`src/hw/rtl/lsq_pkg.sv`:
```
package lsq_pkg;

    // lane storage geometry
    localparam int LANE_COUNT   = 64;
    localparam int LANE_W       = (LANE_COUNT > 1) ? $clog2(LANE_COUNT) : 1;
    localparam int HALF_COUNT   = LANE_COUNT / 2;

    // field widths
    localparam int LANE_FIELD_W = 6;
    localparam int OCC_W        = 8;
    localparam int POL_W        = 8;
    localparam int IN_DATA_W    = 24;
    localparam int OUT_DATA_W   = 8;

    // request kinds carried on tuser
    localparam logic KIND_UPDATE = 1'b0;
    localparam logic KIND_SELECT = 1'b1;

    // policy codes
    localparam logic [POL_W-1:0] POL_PASS       = 8'd0;
    localparam logic [POL_W-1:0] POL_LEAST_ALL  = 8'd1;
    localparam logic [POL_W-1:0] POL_LEAST_LO   = 8'd2;
    localparam logic [POL_W-1:0] POL_LEAST_HI   = 8'd3;
    localparam logic [POL_W-1:0] POL_MOST_LO    = 8'd4;
    localparam logic [POL_W-1:0] POL_MOST_HI    = 8'd5;
    localparam logic [POL_W-1:0] POL_MOST_ALL   = 8'd6;

    localparam logic [OCC_W-1:0] LIMIT_RESET    = 8'd255;

    typedef enum logic [1:0] {
        ST_IDLE,
        ST_SCAN,
        ST_POST
    } lsq_state_t;

    // control from the sequencer to the compare unit
    typedef struct packed {
        logic init;
        logic step;
        logic least;
    } lsq_cmp_ctl_t;

    // decoded policy: scan range and direction
    typedef struct packed {
        logic              scan;
        logic              least;
        logic [LANE_W-1:0] first;
        logic [LANE_W-1:0] last;
    } lsq_pol_t;

    function automatic lsq_pol_t pol_decode(input logic [POL_W-1:0] pol);
        lsq_pol_t d;
        d.scan  = 1'b1;
        d.least = 1'b1;
        d.first = '0;
        d.last  = LANE_W'(LANE_COUNT - 1);
        case (pol)
            POL_LEAST_ALL:
            begin
                d.least = 1'b1;
            end
            POL_LEAST_LO:
            begin
                d.last  = LANE_W'(HALF_COUNT - 1);
            end
            POL_LEAST_HI:
            begin
                d.first = LANE_W'(HALF_COUNT);
            end
            POL_MOST_LO:
            begin
                d.least = 1'b0;
                d.last  = LANE_W'(HALF_COUNT - 1);
            end
            POL_MOST_HI:
            begin
                d.least = 1'b0;
                d.first = LANE_W'(HALF_COUNT);
            end
            POL_MOST_ALL:
            begin
                d.least = 1'b0;
            end
            default:
            begin
                d.scan  = 1'b0;
            end
        endcase
        return d;
    endfunction

endpackage

```
`src/hw/rtl/lane_select_by_queue_load.sv`:
```
// update request: accepted while idle; ready is still high on the next cycle
// select request with pass-through or unknown policy: the requesting lane is registered as the result
// select request with a scan over N lanes: chosen lane registered when the scan ends
// (one stored count read per cycle through the single RAM read port); not ready meanwhile
// reset clears all lane counts to zero through per-lane valid flops, queue_limit to 255
module lane_select_by_queue_load (
    input  logic                             clk,
    input  logic                             rst_n,
    // configuration: queue_limit
    input  logic                             cfg_valid,
    output logic                             cfg_ready,
    input  logic [lsq_pkg::OCC_W-1:0]        cfg_data,
    // input requests
    input  logic                             s_axis_tvalid,
    output logic                             s_axis_tready,
    input  logic [lsq_pkg::IN_DATA_W-1:0]    s_axis_tdata,  // lane[5:0], occupancy[13:6], policy[21:14]
    input  logic                             s_axis_tuser,  // kind[0]
    // chosen lanes
    output logic                             m_axis_tvalid,
    input  logic                             m_axis_tready,
    output logic [lsq_pkg::OUT_DATA_W-1:0]   m_axis_tdata   // chosen_lane[5:0]
);

    localparam int LW = lsq_pkg::LANE_W;
    localparam int FW = lsq_pkg::LANE_FIELD_W;

    lsq_pkg::lsq_state_t          state_reg, state_next;
    logic [lsq_pkg::OCC_W-1:0]    limit_reg;
    logic [lsq_pkg::LANE_COUNT-1:0] valid_reg;
    logic [LW-1:0]                addr_reg, last_reg;
    logic                         issue_reg, pend_reg, pend_vld_reg, least_reg;
    logic [LW-1:0]                pend_idx_reg;
    logic                         out_valid_reg;
    logic [FW-1:0]                out_lane_reg;

    logic [FW-1:0]                in_lane;
    logic [lsq_pkg::OCC_W-1:0]    in_occ;
    logic [lsq_pkg::POL_W-1:0]    in_pol;
    logic                         in_acc, sel_req, upd_req, upd_ok;
    lsq_pkg::lsq_pol_t            dec;
    lsq_pkg::lsq_cmp_ctl_t        cmp_ctl;
    logic [lsq_pkg::OCC_W-1:0]    ram_rdata, count;
    logic [FW-1:0]                best;
    logic                         hit, scan_end, out_load;

    // request decode
    assign in_lane = s_axis_tdata[FW-1:0];
    assign in_occ  = s_axis_tdata[FW+lsq_pkg::OCC_W-1:FW];
    assign in_pol  = s_axis_tdata[FW+lsq_pkg::OCC_W+lsq_pkg::POL_W-1:FW+lsq_pkg::OCC_W];
    assign in_acc  = s_axis_tvalid && s_axis_tready;
    assign sel_req = in_acc && (s_axis_tuser == lsq_pkg::KIND_SELECT);
    assign upd_req = in_acc && (s_axis_tuser == lsq_pkg::KIND_UPDATE);
    assign upd_ok  = upd_req && (int'(in_lane) < lsq_pkg::LANE_COUNT);
    assign dec     = lsq_pkg::pol_decode(in_pol);

    assign scan_end = hit || (!issue_reg && !pend_reg);
    assign cfg_ready = 1'b1;

    // next state
    always_comb
    begin
        state_next = state_reg;
        case (state_reg)
            lsq_pkg::ST_IDLE:
            begin
                if (sel_req)
                begin
                    state_next = dec.scan ? lsq_pkg::ST_SCAN : lsq_pkg::ST_POST;
                end
            end
            lsq_pkg::ST_SCAN:
            begin
                if (scan_end)
                begin
                    state_next = lsq_pkg::ST_POST;
                end
            end
            lsq_pkg::ST_POST:
            begin
                if (!out_valid_reg || m_axis_tready)
                begin
                    state_next = lsq_pkg::ST_IDLE;
                end
            end
            default:
            begin
                state_next = lsq_pkg::ST_IDLE;
            end
        endcase
    end

    // sequencer outputs
    always_comb
    begin
        s_axis_tready = 1'b0;
        out_load      = 1'b0;
        cmp_ctl.init  = sel_req;
        cmp_ctl.step  = 1'b0;
        cmp_ctl.least = sel_req ? dec.least : least_reg;
        case (state_reg)
            lsq_pkg::ST_IDLE:
            begin
                s_axis_tready = 1'b1;
            end
            lsq_pkg::ST_SCAN:
            begin
                cmp_ctl.step = pend_reg;
            end
            lsq_pkg::ST_POST:
            begin
                out_load = !out_valid_reg || m_axis_tready;
            end
            default:
            begin
                s_axis_tready = 1'b0;
            end
        endcase
    end

    // state, limit register and lane valid bits
    always_ff @(posedge clk or negedge rst_n)
    begin
        if (!rst_n)
        begin
            state_reg <= lsq_pkg::ST_IDLE;
            limit_reg <= lsq_pkg::LIMIT_RESET;
            valid_reg <= '0;
        end
        else
        begin
            state_reg <= state_next;
            if (cfg_valid && cfg_ready)
            begin
                limit_reg <= cfg_data;
            end
            if (upd_ok)
            begin
                valid_reg[in_lane[LW-1:0]] <= 1'b1;
            end
        end
    end

    // read address sweep and read pipeline tracking
    always_ff @(posedge clk or negedge rst_n)
    begin
        if (!rst_n)
        begin
            issue_reg <= 1'b0;
            pend_reg  <= 1'b0;
        end
        else
        begin
            if (sel_req)
            begin
                issue_reg <= dec.scan;
            end
            else if (state_reg == lsq_pkg::ST_SCAN && issue_reg)
            begin
                issue_reg <= !(addr_reg == last_reg) && !hit;
            end
            else
            begin
                issue_reg <= 1'b0;
            end
            pend_reg <= (state_reg == lsq_pkg::ST_SCAN) && issue_reg && !hit;
        end
    end

    always_ff @(posedge clk)
    begin
        if (sel_req)
        begin
            addr_reg  <= dec.first;
            last_reg  <= dec.last;
            least_reg <= dec.least;
        end
        else if (state_reg == lsq_pkg::ST_SCAN && issue_reg)
        begin
            addr_reg <= addr_reg + 1'b1;
        end
        pend_idx_reg <= addr_reg;
        pend_vld_reg <= valid_reg[addr_reg];
    end

    // occupancy storage
    lsq_ram #(
        .WIDTH (lsq_pkg::OCC_W),
        .DEPTH (lsq_pkg::LANE_COUNT)
    ) u_ram (
        .clk   (clk),
        .we    (upd_ok),
        .waddr (in_lane[LW-1:0]),
        .wdata (in_occ),
        .raddr (addr_reg),
        .rdata (ram_rdata)
    );

    // a lane never written since reset counts as empty
    assign count = pend_vld_reg ? ram_rdata : '0;

    lsq_cmp u_cmp (
        .clk        (clk),
        .rst_n      (rst_n),
        .ctl        (cmp_ctl),
        .init_bound (dec.least ? limit_reg : '0),
        .init_best  (in_lane),
        .count      (count),
        .idx        (FW'(pend_idx_reg)),
        .best       (best),
        .hit        (hit)
    );

    // output register
    always_ff @(posedge clk or negedge rst_n)
    begin
        if (!rst_n)
        begin
            out_valid_reg <= 1'b0;
        end
        else if (out_load)
        begin
            out_valid_reg <= 1'b1;
        end
        else if (m_axis_tready)
        begin
            out_valid_reg <= 1'b0;
        end
    end

    always_ff @(posedge clk)
    begin
        if (out_load)
        begin
            out_lane_reg <= best;
        end
    end

    assign m_axis_tvalid = out_valid_reg;
    assign m_axis_tdata  = {{(lsq_pkg::OUT_DATA_W-FW){1'b0}}, out_lane_reg};

endmodule

```
`src/hw/rtl/lsq_ram.sv`:
```
module lsq_ram #(
    parameter int WIDTH = 8,
    parameter int DEPTH = 64
) (
    input  logic                     clk,
    input  logic                     we,
    input  logic [$clog2(DEPTH)-1:0] waddr,
    input  logic [WIDTH-1:0]         wdata,
    input  logic [$clog2(DEPTH)-1:0] raddr,
    output logic [WIDTH-1:0]         rdata
);

    logic [WIDTH-1:0] mem [DEPTH];
    logic [WIDTH-1:0] rdata_reg;

    // write port and registered read port
    always_ff @(posedge clk)
    begin
        if (we)
        begin
            mem[waddr] <= wdata;
        end
        rdata_reg <= mem[raddr];
    end

    assign rdata = rdata_reg;

endmodule

```
`src/hw/rtl/lsq_cmp.sv`:
```
module lsq_cmp (
    input  logic                              clk,
    input  logic                              rst_n,
    input  lsq_pkg::lsq_cmp_ctl_t             ctl,
    input  logic [lsq_pkg::OCC_W-1:0]         init_bound,
    input  logic [lsq_pkg::LANE_FIELD_W-1:0]  init_best,
    input  logic [lsq_pkg::OCC_W-1:0]         count,
    input  logic [lsq_pkg::LANE_FIELD_W-1:0]  idx,
    output logic [lsq_pkg::LANE_FIELD_W-1:0]  best,
    output logic                              hit
);

    logic [lsq_pkg::OCC_W-1:0]        bound_reg, bound_next;
    logic [lsq_pkg::LANE_FIELD_W-1:0] best_reg, best_next;
    logic                             hit_reg, hit_next;
    logic [lsq_pkg::OCC_W-1:0]        op_a, op_b;
    logic                             better;

    // one shared less-than: count < bound for least, bound < count for most
    always_comb
    begin
        op_a   = ctl.least ? count : bound_reg;
        op_b   = ctl.least ? bound_reg : count;
        better = (op_a < op_b);
    end

    // running best lane and bound
    always_comb
    begin
        bound_next = bound_reg;
        best_next  = best_reg;
        hit_next   = hit_reg;
        if (ctl.init)
        begin
            bound_next = init_bound;
            best_next  = init_best;
            hit_next   = 1'b0;
        end
        else if (ctl.step && !hit_reg)
        begin
            if (ctl.least && count == '0)
            begin
                best_next = idx;
                hit_next  = 1'b1;
            end
            else if (better)
            begin
                bound_next = count;
                best_next  = idx;
            end
        end
    end

    always_ff @(posedge clk or negedge rst_n)
    begin
        if (!rst_n)
        begin
            hit_reg <= 1'b0;
        end
        else
        begin
            hit_reg <= hit_next;
        end
    end

    always_ff @(posedge clk)
    begin
        bound_reg <= bound_next;
        best_reg  <= best_next;
    end

    assign best = best_reg;
    assign hit  = hit_reg;

endmodule

```
`config.mk`:
```
export PLATFORM = sky130hd
export DESIGN_NAME = lane_select_by_queue_load
export DESIGN_NICKNAME = d
export VERILOG_FILES = /design/src/hw/rtl/lsq_pkg.sv /design/src/hw/rtl/lane_select_by_queue_load.sv /design/src/hw/rtl/lsq_ram.sv /design/src/hw/rtl/lsq_cmp.sv
export SDC_FILE = /design/constraint.sdc
export NUM_CORES = 1
export LEC_CHECK = 0
export ABC_AREA = 1
export BUFFER_PORTS_ARGS = -buffer_cell sky130_fd_sc_hd__clkbuf_2
export CAP_MARGIN = 15
export CORE_AREA = 4 4 196 246
export CTS_CLUSTER_DIAMETER = 80
export DETAILED_ROUTE_END_ITERATION = 6
export DIE_AREA = 0 0 200 250
export GPL_ROUTABILITY_DRIVEN = 0
export PLACE_DENSITY = 0.77
export SYNTH_ARGS = -nofsm -noshare
export SYNTH_HDL_FRONTEND = slang
export SYNTH_SLANG_ARGS = --single-unit
export TNS_END_PERCENT = 5
```
`constraint.sdc`:
```
create_clock -name clk -period 2.95 [get_ports clk]
set_clock_uncertainty 0.2 [all_clocks]
set_input_delay 0.59 -clock clk [delete_from_list [all_inputs] [get_ports clk]]
set_output_delay 0.59 -clock clk [all_outputs]
set_load 0.1 [all_outputs]
```
==> run_summary.xml <==
<?xml version="1.0" encoding="UTF-8"?>
<metrics>
  <group name="run_status">
    <metric name="status" unit="">completed</metric>
  </group>
  <group name="sta">
    <metric name="total_negative_slack" unit="ns">0</metric>
    <metric name="final_hold_viol_count" unit="">0</metric>
    <metric name="max_slew_margin" unit="%">24.7</metric>
    <metric name="timing.final.max_slew_violations" unit="">0</metric>
    <metric name="timing.final.crit_share" unit="%">96.7</metric>
    <metric name="hold-worst-slack" unit="ns">0.136</metric>
    <metric name="report.final.setup_viol" unit="">0</metric>
    <metric name="max_freq" unit="MHz">351</metric>
    <metric name="post-route-min-period" unit="ns">2.85</metric>
    <metric name="worstMarginPinSlew" unit="ns">1.13</metric>
    <metric name="worst_slack" unit="ns">0.0976</metric>
  </group>
  <group name="layout">
    <metric name="final-instance-count-excl-fill" unit="">2814</metric>
    <metric name="largest_reg_flops" unit="">512</metric>
    <metric name="antennaDiodeCount" unit="">0</metric>
    <metric name="area.sequential" unit="mm2">0.0185</metric>
    <metric name="total_of_fill_cells_in_the_finished_design" unit="">3295</metric>
    <metric name="utilization" unit="%">63.3</metric>
    <metric name="share_of_layout_cells_above_drive_strength_1" unit="%">14.5</metric>
    <metric name="multi_input_area" unit="mm2">0.00608</metric>
    <metric name="nNetsFinal" unit="">2226</metric>
    <metric name="area_growth" unit="%">14.4</metric>
  </group>
  <group name="synthesis">
    <metric name="synth_fa_ha_area_share" unit="%">0.394</metric>
    <metric name="synth_top_cells_by_area" unit="">edfxtp_1 64%, dfrtp_1 6.9%, o21ai_0 5.7%, nor2_1 5.1%, o22ai_1 2.3%</metric>
    <metric name="commonest_cells_in_the_synthesized_netlist" unit="">539 x edfxtp_1, 343 x nor2_1, 291 x o21ai_0</metric>
    <metric name="synthCells" unit="">2059</metric>
    <metric name="total_number_of_yosys_warnings" unit="">0</metric>
    <metric name="async_reset_ff_share" unit="%">12.3</metric>
    <metric name="synth_enable_flop_cells" unit="">539</metric>
    <metric name="synth.mux.area_fraction" unit="%">0</metric>
    <metric name="synth-seq-cells" unit="">633</metric>
    <metric name="synth-xor-area-share" unit="%">0.138</metric>
    <metric name="synthesis.area_per_instance" unit="um2">12.3</metric>
    <metric name="synth.distinct_cells" unit="">38</metric>
    <metric name="postSynth.topFlopCell" unit="">edfxtp_1</metric>
    <metric name="synthesis.area" unit="mm2">0.0254</metric>
    <metric name="synth_top_cell_area_share" unit="%">63.7</metric>
    <metric name="dominant_combinational_cell_family_by_area_after_synthesis" unit="">compound AO/OA/AOI/OAI gates</metric>
    <metric name="yosys.area_share.simple" unit="%">10.8</metric>
    <metric name="synth_seq_area_share" unit="%">72.7</metric>
    <metric name="yosysMostFrequentCell" unit="">edfxtp_1</metric>
    <metric name="synth_top_cell_by_area" unit="">edfxtp_1</metric>
    <metric name="synth-compound-area-share" unit="%">12.3</metric>
  </group>
  <group name="grt">
    <metric name="vias_in_the_first_global_route" unit="">17349</metric>
    <metric name="maximum_number_of_pins_on_one_net_before_global_route_repair" unit="">119</metric>
    <metric name="grt_remaining_overflow" unit="">0</metric>
    <metric name="wire_length_of_the_first_global_routing_pass" unit="um">98400</metric>
    <metric name="antenna_violations_before_repair" unit="">1</metric>
    <metric name="grt_use_total" unit="%">25.5</metric>
  </group>
  <group name="die">
    <metric name="die-width" unit="um">200</metric>
    <metric name="std_cell_rows" unit="">88</metric>
    <metric name="die-area" unit="mm2">0.0500</metric>
    <metric name="count_of_pins_on_the_block_boundary" unit="">49</metric>
    <metric name="coreArea" unit="mm2">0.0459</metric>
    <metric name="fp.dieH" unit="um">250</metric>
    <metric name="start_util" unit="%">55.3</metric>
  </group>
  <group name="pwr">
    <metric name="power_density" unit="mW/mm2">723</metric>
    <metric name="static-leakage-power" unit="uW">0.0104</metric>
    <metric name="peakVddDrop" unit="mV">0.542</metric>
  </group>
  <group name="critical_path">
    <metric name="cp.arrival" unit="ns">2.96</metric>
    <metric name="end_kind" unit="">flip-flop</metric>
    <metric name="worstSetupStartpoint" unit="">state_reg[1]</metric>
    <metric name="critical_path.reg2reg.startpoint" unit="">state_reg[1]</metric>
    <metric name="critPathMaxStageDelay" unit="ns">0.43</metric>
    <metric name="critPathSlowestCell" unit="">dfrtp_1</metric>
    <metric name="cp_max_fo" unit="">8</metric>
    <metric name="crit_path_required_time" unit="ns">3.05</metric>
    <metric name="worst_path_dominant_cell_family" unit="">simple AND/OR/NAND/NOR gates</metric>
    <metric name="criticalPathCategory" unit="">flip-flop to flip-flop</metric>
    <metric name="cp_cell_sequence" unit="">nor2_4 -&gt; nand3_4 -&gt; nor2_4 -&gt; nand2_4 -&gt; nand2_8 -&gt; nand2_1 -&gt; o21ai_2 -&gt; ha_1 -&gt; a21oi_2 -&gt; nor2_1 -&gt; a211oi_2 -&gt; nand2_2 -&gt; o21ai_4</metric>
    <metric name="path_buf_inv" unit="">0</metric>
    <metric name="start_kind" unit="">flip-flop</metric>
    <metric name="critical-path-top-cell-by-count" unit="">nor2_4</metric>
  </group>
  <group name="clock_tree">
    <metric name="cts.sink_count" unit="">633</metric>
    <metric name="cts.path.max_buffers" unit="">3</metric>
    <metric name="cts_tree" unit="">yes</metric>
    <metric name="clock-root-buffer" unit="">clkbuf_16</metric>
    <metric name="cts_htree_levels" unit="">2</metric>
    <metric name="clkLatencyLatePin" unit="ns">0.62</metric>
    <metric name="cts.reportedPaths.clkPinSlew" unit="ns">0.06</metric>
    <metric name="tritoncts.num_buffers" unit="">58</metric>
  </group>
  <group name="drt">
    <metric name="average_detailed_routed_wire_length_per_instance" unit="um">22.9</metric>
    <metric name="drcViolationCount" unit="">0</metric>
    <metric name="antenna_violating_nets_post_route" unit="">0</metric>
    <metric name="viasPerCell" unit="">6.18</metric>
    <metric name="drt_first_iter_violations" unit="">1809</metric>
    <metric name="routed_vias" unit="">17381</metric>
    <metric name="aggregate_routed_wire_length" unit="um">64600</metric>
    <metric name="drt_pre_antenna_iters" unit="">6</metric>
  </group>
  <group name="flow_run">
    <metric name="max-cap-violations" unit="">0</metric>
  </group>
  <group name="place">
    <metric name="post-place-cells" unit="">2690</metric>
    <metric name="dp_hpwl" unit="um">37800</metric>
    <metric name="placement.io_buffers" unit="">43</metric>
    <metric name="preCtsSetupSlack" unit="ns">-0.369</metric>
  </group>
  <group name="hold_path">
    <metric name="hold_class" unit="">input port to flip-flop</metric>
    <metric name="worstHoldStart" unit="">cfg_valid</metric>
  </group>
</metrics>
cell families (layout without fill, tap and decap cells):
logic type	after synthesis	after routing
AND/OR/NAND/NOR	643	645
AO/OA/AOI/OAI	550	550
adder cells (fa/ha/maj)	8	8
buffers and inverters	219	386
other	2	3
XOR/XNOR	4	4
flip-flops	633	633
metrics by stage:
| step | power (uW) | instance area (um2) |
|---|---|---|
| after global placement | 13200 | 26900 |
| after floorplan | 12300 | 25500 |
| after CTS | 20900 | 29000 |
| after global routing | 21700 | 29100 |
| after detailed placement | 13300 | 26900 |
| final | 21000 | 29100 |
cell usage in the layout (no fill, tap or decap), drive strengths merged, types with 31 or more instances in the layout:
cell and count:
nand4 31, o21ai 351, buf 145, o22ai 92, dfrtp 70, clkbuf 120
nand3 75, a21oi 36, nand2 150, edfxtp 539, o221ai 48, or2 36
inv 79, nor2 348
layer usage:
layer | part of all wire [%] | global-route usage [%] | vias to the layer above
met3 | 8.3 | 4.94 | 220
li1 | - | - | 7746
met1 | 36 | 31.8 | 8542
met4 | 5.5 | 12.8 | 2
met2 | 50 | 42.3 | 871
met5 | 0.017 | 0 | -
report_power, final:
part / switching (uW) / internal (uW) / total [uW]
clock network: 3230 / 4470 / 7710
logic: 2250 / 928 / 3180
registers: 128 / 10000 / 10100
total: 5610 / 15400 / 21000
final cells by class:
type | instances | area share (%)
Clock buffer | 78 | 5.46
Clock inverter | 31 | 1.25
Inverter | 80 | 1.05
Multi-Input combinational cell | 1210 | 20.9
Sequential cell | 633 | 63.6
Tap cell | 585 | 2.52
Timing Repair Buffer | 197 | 5.24
final timing paths:
check                           depth (start not counted)                 end  slack (ns)
worst max-delay path                                   13  u_cmp.bound_reg[6]         0.1
min in group asynchronous                               2       m_axis_tvalid        0.29
worst min-delay path                                    2        limit_reg[4]        0.14
worst max register to register                         13  u_cmp.bound_reg[6]         0.1
worst min register to register                          0     out_lane_reg[1]        0.23
max in group asynchronous                               3       valid_reg[51]        1.59
timing repair:
item / 4_1_cts / 5_1_grt
setup buffers: 0 / 3
resized for setup: 0 / 12
setup endpoints to repair: 0 / 14
hold buffers: 10 / 0
hold endpoints to repair: 36 / 0
Power figures use the tool's default switching activity.
